==> src/hw/rtl/assert_macros.svh <==
// Assertion macros shared by the RTL files.
// Each macro checks a property on the rising clock edge, outside reset.
`ifndef ASSERT_MACROS_SVH
`define ASSERT_MACROS_SVH

`ifndef SYNTHESIS

`define WGP_ASSERT_PROP(label, clk, rst_n, prop) \
    label: assert property (@(posedge clk) disable iff (!rst_n) prop) \
        else $error("assertion failed");

`define WGP_ASSERT_NEVER(label, clk, rst_n, cond) \
    label: assert property (@(posedge clk) disable iff (!rst_n) !(cond)) \
        else $error("forbidden condition seen");

`else

`define WGP_ASSERT_PROP(label, clk, rst_n, prop)

`define WGP_ASSERT_NEVER(label, clk, rst_n, cond)

`endif

`endif

==> src/hw/rtl/wgp_pkg.sv <==
package wgp_pkg;

    localparam int POS_W      = 32;
    localparam int QUAT_W     = 16;
    localparam int NUM_QUAT   = 4;
    localparam int SD_W       = 24;
    localparam int AXES       = 3;
    localparam int AXIS_W     = 2;
    localparam int MAG_W      = POS_W;
    localparam int SQ_W       = 2 * MAG_W + 2;
    localparam int DIST_W     = MAG_W + 1;
    localparam int PROD_W     = MAG_W + DIST_W;
    localparam int REM_W      = DIST_W + 3;
    localparam int SQRT_STEPS = SQ_W / 2;
    localparam int DIV_STEPS  = MAG_W;
    localparam int CNT_W      = 6;
    localparam int DATA_W     = AXES * POS_W + NUM_QUAT * QUAT_W;
    localparam int USER_W     = 1;

    localparam logic [SD_W-1:0] SD_RESET = 24'd19661;

    typedef logic signed [POS_W-1:0] pos_t;

    typedef enum logic [1:0] {
        EMIT_FIRST,
        EMIT_PASS,
        EMIT_PULL
    } emit_kind_t;

    typedef struct packed {
        logic              load;
        logic              sq_step;
        logic              root_step;
        logic              keep_calc;
        logic              prod_step;
        logic              div_step;
        logic              emit;
        emit_kind_t        emit_kind;
        logic [AXIS_W-1:0] axis;
    } wgp_cmd_t;

    typedef struct packed {
        logic have_ref;
        logic dist_ge;
        logic out_free;
    } wgp_status_t;

endpackage

==> src/hw/rtl/wgp_ctrl.sv <==
`include "assert_macros.svh"

module wgp_ctrl (
    input  logic                 clk,
    input  logic                 rst_n,
    input  logic                 s_tvalid,
    output logic                 s_tready,
    input  logic                 path_start,
    input  wgp_pkg::wgp_status_t status,
    output wgp_pkg::wgp_cmd_t    cmd
);
    import wgp_pkg::*;

    typedef enum logic [2:0] {
        ST_IDLE,
        ST_SQUARE,
        ST_ROOT,
        ST_KEEP,
        ST_PROD,
        ST_DIVIDE,
        ST_FINISH
    } state_t;

    state_t           state_reg;
    logic [CNT_W-1:0] cnt_reg;
    emit_kind_t       kind_reg;
    logic             accept;

    assign s_tready = (state_reg == ST_IDLE);
    assign accept   = s_tvalid && s_tready;

    always_comb
    begin
        cmd           = '0;
        cmd.emit_kind = kind_reg;
        case (state_reg)
            ST_IDLE:
            begin
                cmd.load = accept;
            end
            ST_SQUARE:
            begin
                cmd.sq_step = 1'b1;
                cmd.axis    = cnt_reg[AXIS_W-1:0];
            end
            ST_ROOT:
            begin
                cmd.root_step = 1'b1;
            end
            ST_KEEP:
            begin
                cmd.keep_calc = 1'b1;
            end
            ST_PROD:
            begin
                cmd.prod_step = 1'b1;
                cmd.axis      = cnt_reg[AXIS_W-1:0];
            end
            ST_DIVIDE:
            begin
                cmd.div_step = 1'b1;
            end
            ST_FINISH:
            begin
                cmd.emit = status.out_free;
            end
            default:
            begin
                cmd.load = 1'b0;
            end
        endcase
    end

    always_ff @(posedge clk or negedge rst_n)
    begin
        if (!rst_n)
        begin
            state_reg <= ST_IDLE;
            cnt_reg   <= '0;
            kind_reg  <= EMIT_FIRST;
        end
        else
        begin
            case (state_reg)
                ST_IDLE:
                begin
                    if (accept)
                    begin
                        cnt_reg <= '0;
                        if (path_start || !status.have_ref)
                        begin
                            kind_reg  <= EMIT_FIRST;
                            state_reg <= ST_FINISH;
                        end
                        else
                        begin
                            state_reg <= ST_SQUARE;
                        end
                    end
                end
                ST_SQUARE:
                begin
                    if (cnt_reg == CNT_W'(AXES - 1))
                    begin
                        cnt_reg   <= '0;
                        state_reg <= ST_ROOT;
                    end
                    else
                    begin
                        cnt_reg <= cnt_reg + 1'b1;
                    end
                end
                ST_ROOT:
                begin
                    if (cnt_reg == CNT_W'(SQRT_STEPS - 1))
                    begin
                        cnt_reg   <= '0;
                        state_reg <= ST_KEEP;
                    end
                    else
                    begin
                        cnt_reg <= cnt_reg + 1'b1;
                    end
                end
                ST_KEEP:
                begin
                    if (status.dist_ge)
                    begin
                        state_reg <= ST_PROD;
                    end
                    else
                    begin
                        kind_reg  <= EMIT_PASS;
                        state_reg <= ST_FINISH;
                    end
                end
                ST_PROD:
                begin
                    if (cnt_reg == CNT_W'(AXES - 1))
                    begin
                        cnt_reg   <= '0;
                        state_reg <= ST_DIVIDE;
                    end
                    else
                    begin
                        cnt_reg <= cnt_reg + 1'b1;
                    end
                end
                ST_DIVIDE:
                begin
                    if (cnt_reg == CNT_W'(DIV_STEPS - 1))
                    begin
                        cnt_reg   <= '0;
                        kind_reg  <= EMIT_PULL;
                        state_reg <= ST_FINISH;
                    end
                    else
                    begin
                        cnt_reg <= cnt_reg + 1'b1;
                    end
                end
                ST_FINISH:
                begin
                    if (status.out_free)
                    begin
                        state_reg <= ST_IDLE;
                    end
                end
                default:
                begin
                    state_reg <= ST_IDLE;
                end
            endcase
        end
    end

    `WGP_ASSERT_PROP(a_accept_leaves_idle, clk, rst_n,
        accept |=> (state_reg == ST_SQUARE || state_reg == ST_FINISH))
    `WGP_ASSERT_NEVER(a_div_count_bound, clk, rst_n,
        state_reg == ST_DIVIDE && cnt_reg >= CNT_W'(DIV_STEPS))

endmodule

==> config.mk <==
export PLATFORM = sky130hd
export DESIGN_NAME = wgp_ctrl
export DESIGN_NICKNAME = d
export VERILOG_FILES = /design/src/hw/rtl/wgp_pkg.sv /design/src/hw/rtl/wgp_ctrl.sv
export VERILOG_INCLUDE_DIRS = /design/src /design/src/hw/rtl
export SDC_FILE = /design/constraint.sdc
export NUM_CORES = 1
export LEC_CHECK = 0
export ABC_AREA = 1
export BUFFER_PORTS_ARGS = -buffer_cell sky130_fd_sc_hd__buf_2
export CORE_MARGIN = 4
export CORE_UTILIZATION = 51
export CTS_BUF_LIST = sky130_fd_sc_hd__clkbuf_4 sky130_fd_sc_hd__clkbuf_8
export CTS_CLUSTER_DIAMETER = 30
export CTS_CLUSTER_SIZE = 8
export DETAILED_ROUTE_END_ITERATION = 16
export GPL_TIMING_DRIVEN = 0
export PLACE_DENSITY = 0.74
export SKIP_LAST_GASP = 1
export SLEW_MARGIN = 15
export SYNTH_ARGS = -nofsm -noshare
export SYNTH_HDL_FRONTEND = slang
export SYNTH_SLANG_ARGS = --single-unit
==> constraint.sdc <==
create_clock -name clk -period 1.86 [get_ports clk]
set_input_delay 0.279 -clock clk [delete_from_list [all_inputs] [get_ports clk]]
set_output_delay 0.279 -clock clk [all_outputs]
set_load 0.01 [all_outputs]
After elaboration in Yosys (flattened, before gate mapping)
Index checks and enable logic that the tools add are counted.

Register bits after elaboration: 11. Latch bits: 0. Bits in writable memories: 0. Memory bits (read-only): 0. Input port bits: 7. Output and inout port bits: 12. Logic and storage cells: 58. Memories: 0.

Add/subtract/negate cells: 1. Multipliers: 0. Divide/modulo/power cells: 0. Magnitude comparators: 0. Eq/ne operators: 17. Shift operators: 0. Muxes and demuxes: 27. Bitwise gates (word level): 0. Reductions and logical operators: 10.

Operators by type and width (number): 6-bit two-way mux (4); 6-bit case mux with 4 select lines (1); 3-bit two-way mux (7); 3-bit case mux with 7 select lines (1); 2-bit two-way mux (6); 2-bit != test, second input constant (6); 3-bit == test, second input constant (3); 1-bit two-way mux (7); 6-bit by 1-bit adder with 6-bit output, second input constant (1); 3-bit by 2-bit == test with 1-bit output, second input constant (2); 6-bit by 2-bit == test with 1-bit output, second input constant (1); 6-bit by 5-bit == test with 1-bit output, second input constant (1); 6-bit == test, second input constant (1); 2-bit case mux with 3 select lines (1); 6-bit AND reduction (1); 5-bit AND reduction (1); 2-bit by 1-bit != test with 1-bit output, second input constant (2); 4-bit nonzero test (1); 3-bit by 1-bit == test with 1-bit output, second input constant (1); 3-bit logical NOT (1); 3-bit nonzero test (1); 2-bit AND reduction (1); 2-bit OR reduction (1); 1-bit logical AND (1); 2 further kinds (2).

Logic depth before layout (Yosys ltp)
Gate-level depths: netlist of run 1.

Word-level depth: 5. Depth in mapped cells: 10. Gate-level depth less buffers: 10.

Worst setup path before layout of run 1
OpenSTA, ideal clock, no wires.

Kind: reg2reg. Start point: register cnt_reg[1]. End point: register state_reg[0]. Setup time: 65 ps. Data arrival time: 1212 ps. Required time: 1795 ps. Slack: 583 ps. Cell stages (with the launch flop): 10. Buffers on the path: 0. Clock period less this slack: 1277 ps. Cells stage by stage: dfrtp_1 ha_1 nand2_1 nor2_1 nand2_1 nand2_2 nand2_1 nor2_2 nand3_1 nand2_1.

Cells in the longest elaborated chain, start to end: 3. Elaborated cells on any way between the ends: 8. Classes of those cells: 7 x eq/ne; 1 x reduce/logical.

Ends and longest elaborated chain: start: declaration (RTL line wgp_ctrl.sv:25) `logic [CNT_W-1:0] cnt_reg;`; start signal: assignment (RTL line wgp_ctrl.sv:110) `cnt_reg <= cnt_reg + 1'b1;`; start signal: assignment (RTL line wgp_ctrl.sv:122) `cnt_reg <= cnt_reg + 1'b1;`; start signal: assignment (RTL line wgp_ctrl.sv:146) `cnt_reg <= cnt_reg + 1'b1;`; 6-bit == test, or another cell as far along (RTL line wgp_ctrl.sv:115) `if (cnt_reg == CNT_W'(SQRT_STEPS - 1))`; 2-bit != test (no source line); 6-bit AND reduction (no source line) *; end signal: assignment (RTL line wgp_ctrl.sv:118) `state_reg <= ST_KEEP;`; end signal: assignment (RTL line wgp_ctrl.sv:129) `state_reg <= ST_PROD;`; end signal: assignment (RTL line wgp_ctrl.sv:134) `state_reg <= ST_FINISH;`; end: declaration (RTL line wgp_ctrl.sv:24) `state_t state_reg;`.

Mark *: on every way between the ends. The rest lies on a longest branch, timed or not. A chain may end at the register's enable or synchronous reset.

==> results_dict.tcl, run 1 <==
set metrics [dict create \
    outcome "complete, no violations" \
    post_drt_via_cell_ratio 5.14 \
    rsz0062_at_grt "false" \
    min_path_cells 4 \
    worst_pin_slew_ps 283 \
    reg2reg_depth 10 \
    final_util 0.650 \
    grt_max_degree 12 \
    synth_top_area_frac 0.327 \
    syn_area_um2 841 \
    ys_seq_area_frac 0.327 \
    layout-drive-gt1-share 0.235 \
    crit_path_start_kind "register" \
    clock_latency_ps 270 \
    yosys_warnings 0 \
    gp_congestion 0.871 \
    die_area_mm2 0.00236 \
    hp-class "in2reg" \
    drt_wl_total_um 1800 \
    portBuffers 18 \
    crit_arrival_ps 1380 \
    antenna_found_initial 0 \
    fin_area_um2 991 \
    async_reset_ff_frac 1.00 \
    fin_crit_sh 0.891 \
    cts_tree "built" \
    grt_pass1_vias 755 \
    drtAntennaViolNets 0 \
    ir_drop_mv 0.926 \
    die_y_um 48.6 \
    largest_reg_flops 6 \
    skew_ps 0.351 \
    cts_resized 0 \
    synth_fp_nets 136 \
    worstPathMaxFanout 9 \
    hpwlAfterDp_um 1420 \
    fin_crit_ps 1660 \
    diodes 0 \
    power_density_mw_per_mm2 1610 \
    final.setup.tns_ps 0 \
    path_clk_slew_ps 70 \
    synth_edf_count 0 \
    ys_seq_elements 11 \
    route.detailed.drc 0 \
    worst_setup_path_end_kind "primary output" \
    grt_pass1_wl_um 3180 \
    setup_viol 0 \
    fmax_mhz 603 \
    cts_buffers 3 \
    p_total_uw 1600 \
    num_vias 848 \
    grt_overflow 0 \
    dpl_cell_area_um2 951 \
    crit_type "reg2out" \
    cts_max_level 1 \
    io-pin-count 19 \
    fin_nets 160 \
    area_delta_synth_final_pct 17.9 \
    core_mm2 0.00152 \
    synth_cell_type_count 20 \
    dr.pass1.iters 4 \
    ys.flop_type "dfrtp_1" \
    syn_inst 126 \
    yosysMostFrequentCell "nand2_1" \
    p_leak_uw 0.000595 \
    finalMaxSlewViolations 0 \
    clockBufferDepth 2 \
    track_usage 0.166 \
    worst_hold_slack_ps 306 \
    drt-initial-drc-count 12 \
    finalHoldViolCount 0 \
    yosys.area.top_type "dfrtp_1" \
    slew_headroom 0.811 \
    yosys-top-cells-count "35 x nand2_1, 19 x inv_1, 17 x nor2_1, 14 x nand3_1, 11 x dfrtp_1" \
    avgSynthCellArea_um2 6.67 \
    maxCapViolCount 0 \
    wl_per_cell_um 10.9 \
    fp-row-count 14 \
    num-fill-cells 134 \
    synth.area.top_cells "dfrtp_1 33%, nand2_1 16%, inv_1 8.5%" \
    clkSinkCount 11 \
    start_util 0.552 \
    fp.dieW_um 48.6 \
    clockRootBuffer "clkbuf_4" \
    crit_required_ps 1580 \
]
==> cells by family (layout without fill, tap and decap cells) <==
kind of cell | count (synthesis) | count (layout) | synth area share
xor gates and xnor gates | 3 | 3 | 0.0313
adders and majority gates | 3 | 3 | 0.0446
DFF | 11 | 11 | 0.327
and+or+nand+nor | 79 | 79 | 0.427
buffers and inverters | 22 | 45 | 0.116
AOI/OAI and AO/OA | 8 | 8 | 0.0536
==> path summary, 6_finish.rpt <==
kind                               from      endpoint  slack, ps
setup / recovery           state_reg[0]        cmd[0]        200
hold / removal                status[1]   kind_reg[0]        310
setup reg to reg             cnt_reg[0]  state_reg[0]        380
hold reg to reg             kind_reg[0]   kind_reg[0]        470
max in group asynchronous         rst_n    cnt_reg[5]       1240
min in group asynchronous         rst_n    cnt_reg[2]        410
==> cell type report <==
| class | count | area [um^2] | area share |
|---|---|---|---|
| clock buffer | 4 | 30.0 | 0.0303 |
| buffer | 2 | 22.5 | 0.0227 |
| inverter | 20 | 75.1 | 0.0758 |
| tap | 16 | 20.0 | 0.0202 |
| multi-input combinational | 93 | 468 | 0.472 |
| timing repair buffer | 19 | 100 | 0.101 |
| sequential | 11 | 275 | 0.278 |
==> metal layers <==
layer  GRT usage  part of all wire  vias to the layer above
met5           0                 0                        -
met3      0.0153             0.043                        4
met4      0.0942             0.025                        0
met2       0.272              0.46                       22
li1            -                 -                      438
met1       0.212              0.47                      384
==> per-stage QoR <==
stage / setup slack, ps / cells
after detailed placement: 396 / 160
after global routing: 56.7 / 165
after CTS: 199 / 165
after global placement: 418 / 160
final: 202 / 165
after floorplan: 583 / 126
==> worst max-delay path, stage by stage, from the launching register on <==
cell and delay (ps):
dfrtp_1 370, buf_6 140, nor2_2 120, nand2_1 100, nand2_2 120, inv_1 60
nor2_1 70, buf_2 130
==> cells in the final DEF (no fill, tap or decap), drive strengths merged, types with 2 or more instances in the layout <==
master | netlist | routed
buf | 2 | 20
dfrtp | 11 | 11
ha | 3 | 3
nor3 | 2 | 2
nand2 | 39 | 39
xor2 | 3 | 3
o21ai | 4 | 4
nand4 | 2 | 2
clkbuf | 0 | 4
a21oi | 2 | 2
inv | 20 | 20
nor2 | 21 | 21
nand3 | 15 | 15
==> report_power, final <==
group | switching [uW] | internal [uW]
Clock | 83.3 | 97.6
Sequential | 69.3 | 328
Combinational | 652 | 368
==> repair_timing <==
item	in CTS	in global routing
hold endpoints to repair	11	0
buffers inserted	0	0
hold buffers	1	0
(Power assumes the default switching activity.)
==> inputs of run 2 (changes only) <==
--- a/config.mk
+++ b/config.mk
@@ -14,7 +14,6 @@
 export CTS_CLUSTER_DIAMETER = 30
 export CTS_CLUSTER_SIZE = 8
 export DETAILED_ROUTE_END_ITERATION = 16
-export GPL_TIMING_DRIVEN = 0
 export PLACE_DENSITY = 0.74
 export SKIP_LAST_GASP = 1
 export SLEW_MARGIN = 15
==> results_dict.tcl, run 2 (synthesis results as in run 1) <==
set metrics [dict create \
    skew_ps 3.99 \
    core_mm2 0.00152 \
    final_common_cell "nand2_1" \
    crit_type "reg2out" \
    dpl_cell_area_um2 928 \
    holdCritStartpoint "status[1]" \
    final.setup.tns_ps 0 \
    drt-initial-drc-count 24 \
    worst_setup_path_end_kind "primary output" \
    ir_drop_mv 0.959 \
    track_usage 0.168 \
    diodes 0 \
    grt_pass1_wl_um 3240 \
    path_clk_slew_ps 70 \
    maxCapViolCount 0 \
    crit_required_ps 1580 \
    fin_crit_sh 0.956 \
    clkSinkCount 11 \
    cts_max_level 1 \
    final_util 0.635 \
    die_y_um 48.6 \
    hp-class "in2reg" \
    r2r_start "state_reg[2]" \
    io-pin-count 19 \
    reg2reg_depth 7 \
    multi_input_area_um2 468 \
    fin_area_um2 968 \
    power_density_mw_per_mm2 1610 \
    fp-row-count 14 \
    min_path_cells 4 \
    worst_hold_slack_ps 311 \
    layout-drive-gt1-share 0.224 \
    p_leak_uw 0.000583 \
    grt_overflow 0 \
    hpwlAfterDp_um 1480 \
    crit_path_start_kind "register" \
    fmax_mhz 562 \
    finalHoldViolCount 0 \
    worstPathMaxFanout 9 \
    rsz0062_at_grt "false" \
    clockBufferDepth 2 \
    crit_arrival_ps 1500 \
    place_inst 158 \
    fin_crit_ps 1780 \
    route.detailed.drc 0 \
    largest_reg_flops 6 \
    grt_max_degree 12 \
    outcome "complete, no violations" \
    drtAntennaViolNets 0 \
    cts_resized 0 \
    wl_per_cell_um 11.4 \
    drt_wl_total_um 1860 \
    clockRootBuffer "clkbuf_4" \
    area_delta_synth_final_pct 15.2 \
    slew_headroom 0.745 \
    dr.pass1.iters 4 \
    layout.cells.non_filler 163 \
    cts_tree "built" \
    num_vias 857 \
    antenna_found_initial 0 \
    crit_start "state_reg[2]" \
    fin_nets 158 \
    post_drt_via_cell_ratio 5.26 \
    portBuffers 18 \
    grt_pass1_vias 806 \
    clock_latency_ps 270 \
    cts_buffers 3 \
    setup_viol 0 \
    gp_congestion 0.878 \
    die_area_mm2 0.00236 \
    worst_pin_slew_ps 383 \
    fp.dieW_um 48.6 \
    finalMaxSlewViolations 0 \
    final_cell_mix "35 x nand2_1, 19 x inv_1, 18 x buf_2" \
    num-fill-cells 149 \
    start_util 0.552 \
    seq_area_um2 275 \
]
[run 2: per-layer routing]
layer	wire, um	track usage
met5	0	0
met4	43	0.0942
met3	100	0.0153
met2	884	0.280
met1	827	0.209
[run 2: area by class of cell]
| class | count | share of cell area |
|---|---|---|
| Multi-Input combinational cell | 93 | 0.483 |
| Clock buffer | 4 | 0.0310 |
| Timing Repair Buffer | 19 | 0.103 |
| Tap cell | 16 | 0.0207 |
| Inverter | 20 | 0.0775 |
| Sequential cell | 11 | 0.284 |
[run 2: per-stage QoR]
step / power, uW / setup slack [ps]
floorplan: 1170 / 583
global placement: 1370 / 375
detailed placement: 1390 / 345
CTS: 1570 / 88.1
global route: 1730 / 4.19
finish: 1560 / 81.3
[run 2: worst max-delay path, cell delays in order (launching register included)]
cell     delay [ps]
dfrtp_1         510
inv_1           210
nand3_2         110
nand2_2         110
inv_1            60
nor2_1           90
buf_2           140
[run 2: repair_timing]
action                                 4_1_cts  5_1_grt
setup buffers                                0        0
hold buffers                                 1        0
endpoints found under the hold margin       11        0
[run 2: final timing paths]
kind,to,slack [ps]
hold reg to reg,kind_reg[0],470
min in group asynchronous,cnt_reg[4],420
setup reg to reg,state_reg[2],310
hold / removal,kind_reg[0],310
setup / recovery,cmd[1],80
max in group asynchronous,cnt_reg[3],1230
[run 2: report_power, final]
group | internal, uW | total, uW | switching (uW)
logic | 327 | 928 | 601
clock network | 97.5 | 178 | 80.9
registers | 328 | 455 | 128
total | 752 | 1560 | 810
==> inputs of run 3 (changes only) <==
--- a/config.mk
+++ b/config.mk
@@ -14,7 +14,7 @@
 export CTS_CLUSTER_DIAMETER = 30
 export CTS_CLUSTER_SIZE = 8
 export DETAILED_ROUTE_END_ITERATION = 16
-export PLACE_DENSITY = 0.74
+export PLACE_DENSITY = 0.76
 export SKIP_LAST_GASP = 1
 export SLEW_MARGIN = 15
 export SYNTH_ARGS = -nofsm -noshare
==> results_dict.tcl, run 3 (synthesis results as in run 1) <==
set metrics [dict create \
    reg2reg_depth 10 \
    p_total_uw 1590 \
    final_util 0.637 \
    outcome "complete, no violations" \
    drt-initial-drc-count 46 \
    cts_tree "built" \
    post_drt_via_cell_ratio 5.37 \
    die_area_mm2 0.00236 \
    r2r_start "cnt_reg[0]" \
    track_usage 0.183 \
    layout-drive-gt1-share 0.238 \
    whs_endpoint "kind_reg[0]" \
    num_vias 876 \
    start_util 0.552 \
    final.setup.tns_ps 0 \
    fp.dieW_um 48.6 \
    core_mm2 0.00152 \
    holdCritStartpoint "status[1]" \
    finalHoldViolCount 0 \
    grt_max_degree 12 \
    fin_area_um2 971 \
    grt_pass1_wl_um 3460 \
    grt_pass1_vias 791 \
    final_cell_mix "35 x nand2_1, 19 x inv_1, 18 x buf_2" \
    clkSinkCount 11 \
    portBuffers 18 \
    path_clk_slew_ps 80 \
    finalMaxSlewViolations 0 \
    ir_drop_mv 1.12 \
    skew_ps 5.31 \
    place_inst 158 \
    p_leak_uw 0.000580 \
    crit_required_ps 1580 \
    power_density_mw_per_mm2 1640 \
    crit_path_start_kind "register" \
    drt_wl_total_um 1950 \
    die_y_um 48.6 \
    clockBufferDepth 2 \
    cts_buffers 3 \
    area_delta_synth_final_pct 15.5 \
    drtAntennaViolNets 0 \
    cts_max_level 1 \
    hpwlAfterDp_um 1540 \
    rsz0062_at_grt "false" \
    diodes 0 \
    crit_arrival_ps 1430 \
    io-pin-count 19 \
    maxCapViolCount 0 \
    worstPathMaxFanout 9 \
    setup_viol 0 \
    route.detailed.drc 0 \
    antenna_found_initial 0 \
    hp-class "in2reg" \
    fp-row-count 14 \
    dpl_cell_area_um2 928 \
    largest_reg_flops 6 \
    final_common_cell "nand2_1" \
    fin_crit_ps 1710 \
    r2r_end "state_reg[0]" \
    dr.pass1.iters 4 \
    clock_latency_ps 270 \
    wl_per_cell_um 11.9 \
    crit_type "reg2out" \
    grt_overflow 0 \
    min_path_cells 4 \
    fin_crit_sh 0.920 \
    slew_headroom 0.797 \
    fin_nets 158 \
    fmax_mhz 584 \
    worst_pin_slew_ps 301 \
    gp_congestion 0.889 \
    layout.cells.non_filler 163 \
    clockRootBuffer "clkbuf_4" \
    r2r_slack_ps 400 \
    worst_setup_path_end_kind "primary output" \
]
-- run 3: cell counts in the layout (fill, tap and decap cells not counted) --
No cell type changed its count.
-- run 3: what timing repair did --
action	4_1_cts	5_1_grt
hold endpoints to repair	11	0
setup buffers	0	0
hold buffers	1	0
gates resized for setup	0	2
endpoints found under the setup margin	0	1
-- run 3: routing by layer --
| layer | vias to the layer above | global-route usage | wire, um | part of all wire |
|---|---|---|---|---|
| li1 | 438 | - | - | - |
| met3 | 5 | 0.0245 | 158 | 0.081 |
| met1 | 386 | 0.230 | 789 | 0.41 |
| met2 | 47 | 0.293 | 946 | 0.49 |
| met5 | - | 0 | 0 | 0 |
| met4 | 0 | 0.108 | 53 | 0.027 |
-- run 3: final cells by class --
class	instances	area, um^2
inverter	20	75.1
fill	141	553
multi-input combinational	93	468
tap	16	20.0
clock buffer	4	30.0
sequential	11	278
timing repair buffer	19	100
-- run 3: per-stage QoR --
step | hold slack (ps) | setup WS, ps
after CTS | 306 | 81.1
after global routing | 337 | 41.1
after floorplan | -16.6 | 583
after global placement | 162 | 373
after detailed placement | 168 | 385
final | 305 | 148
-- run 3: worst max-delay path, stage by stage, from the launching register on --
cell,delay (ps)
dfrtp_2,490
inv_1,170
nand3_2,110
nand2_2,110
inv_1,60
nor2_1,90
buf_2,140
-- run 3: worst max path at each step --
stage,cells after the start,slack (ps),end,start
2_1_floorplan,9,580,state_reg[0],cnt_reg[1]
3_3_place_gp,7,370,state_reg[0],state_reg[2]
3_5_place_dp,7,380,state_reg[2],state_reg[2]
4_1_cts,6,80,cmd[0],state_reg[0]
5_1_grt,6,40,cmd[0],state_reg[0]
6_report,6,150,cmd[0],state_reg[2]
-- run 3: report_power, final --
| group | internal, uW | leakage, uW | switching [uW] |
|---|---|---|---|
| clock | 97.7 | 0.0000184 | 85.8 |
| combinational | 329 | 0.000420 | 617 |
| sequential | 332 | 0.000142 | 127 |
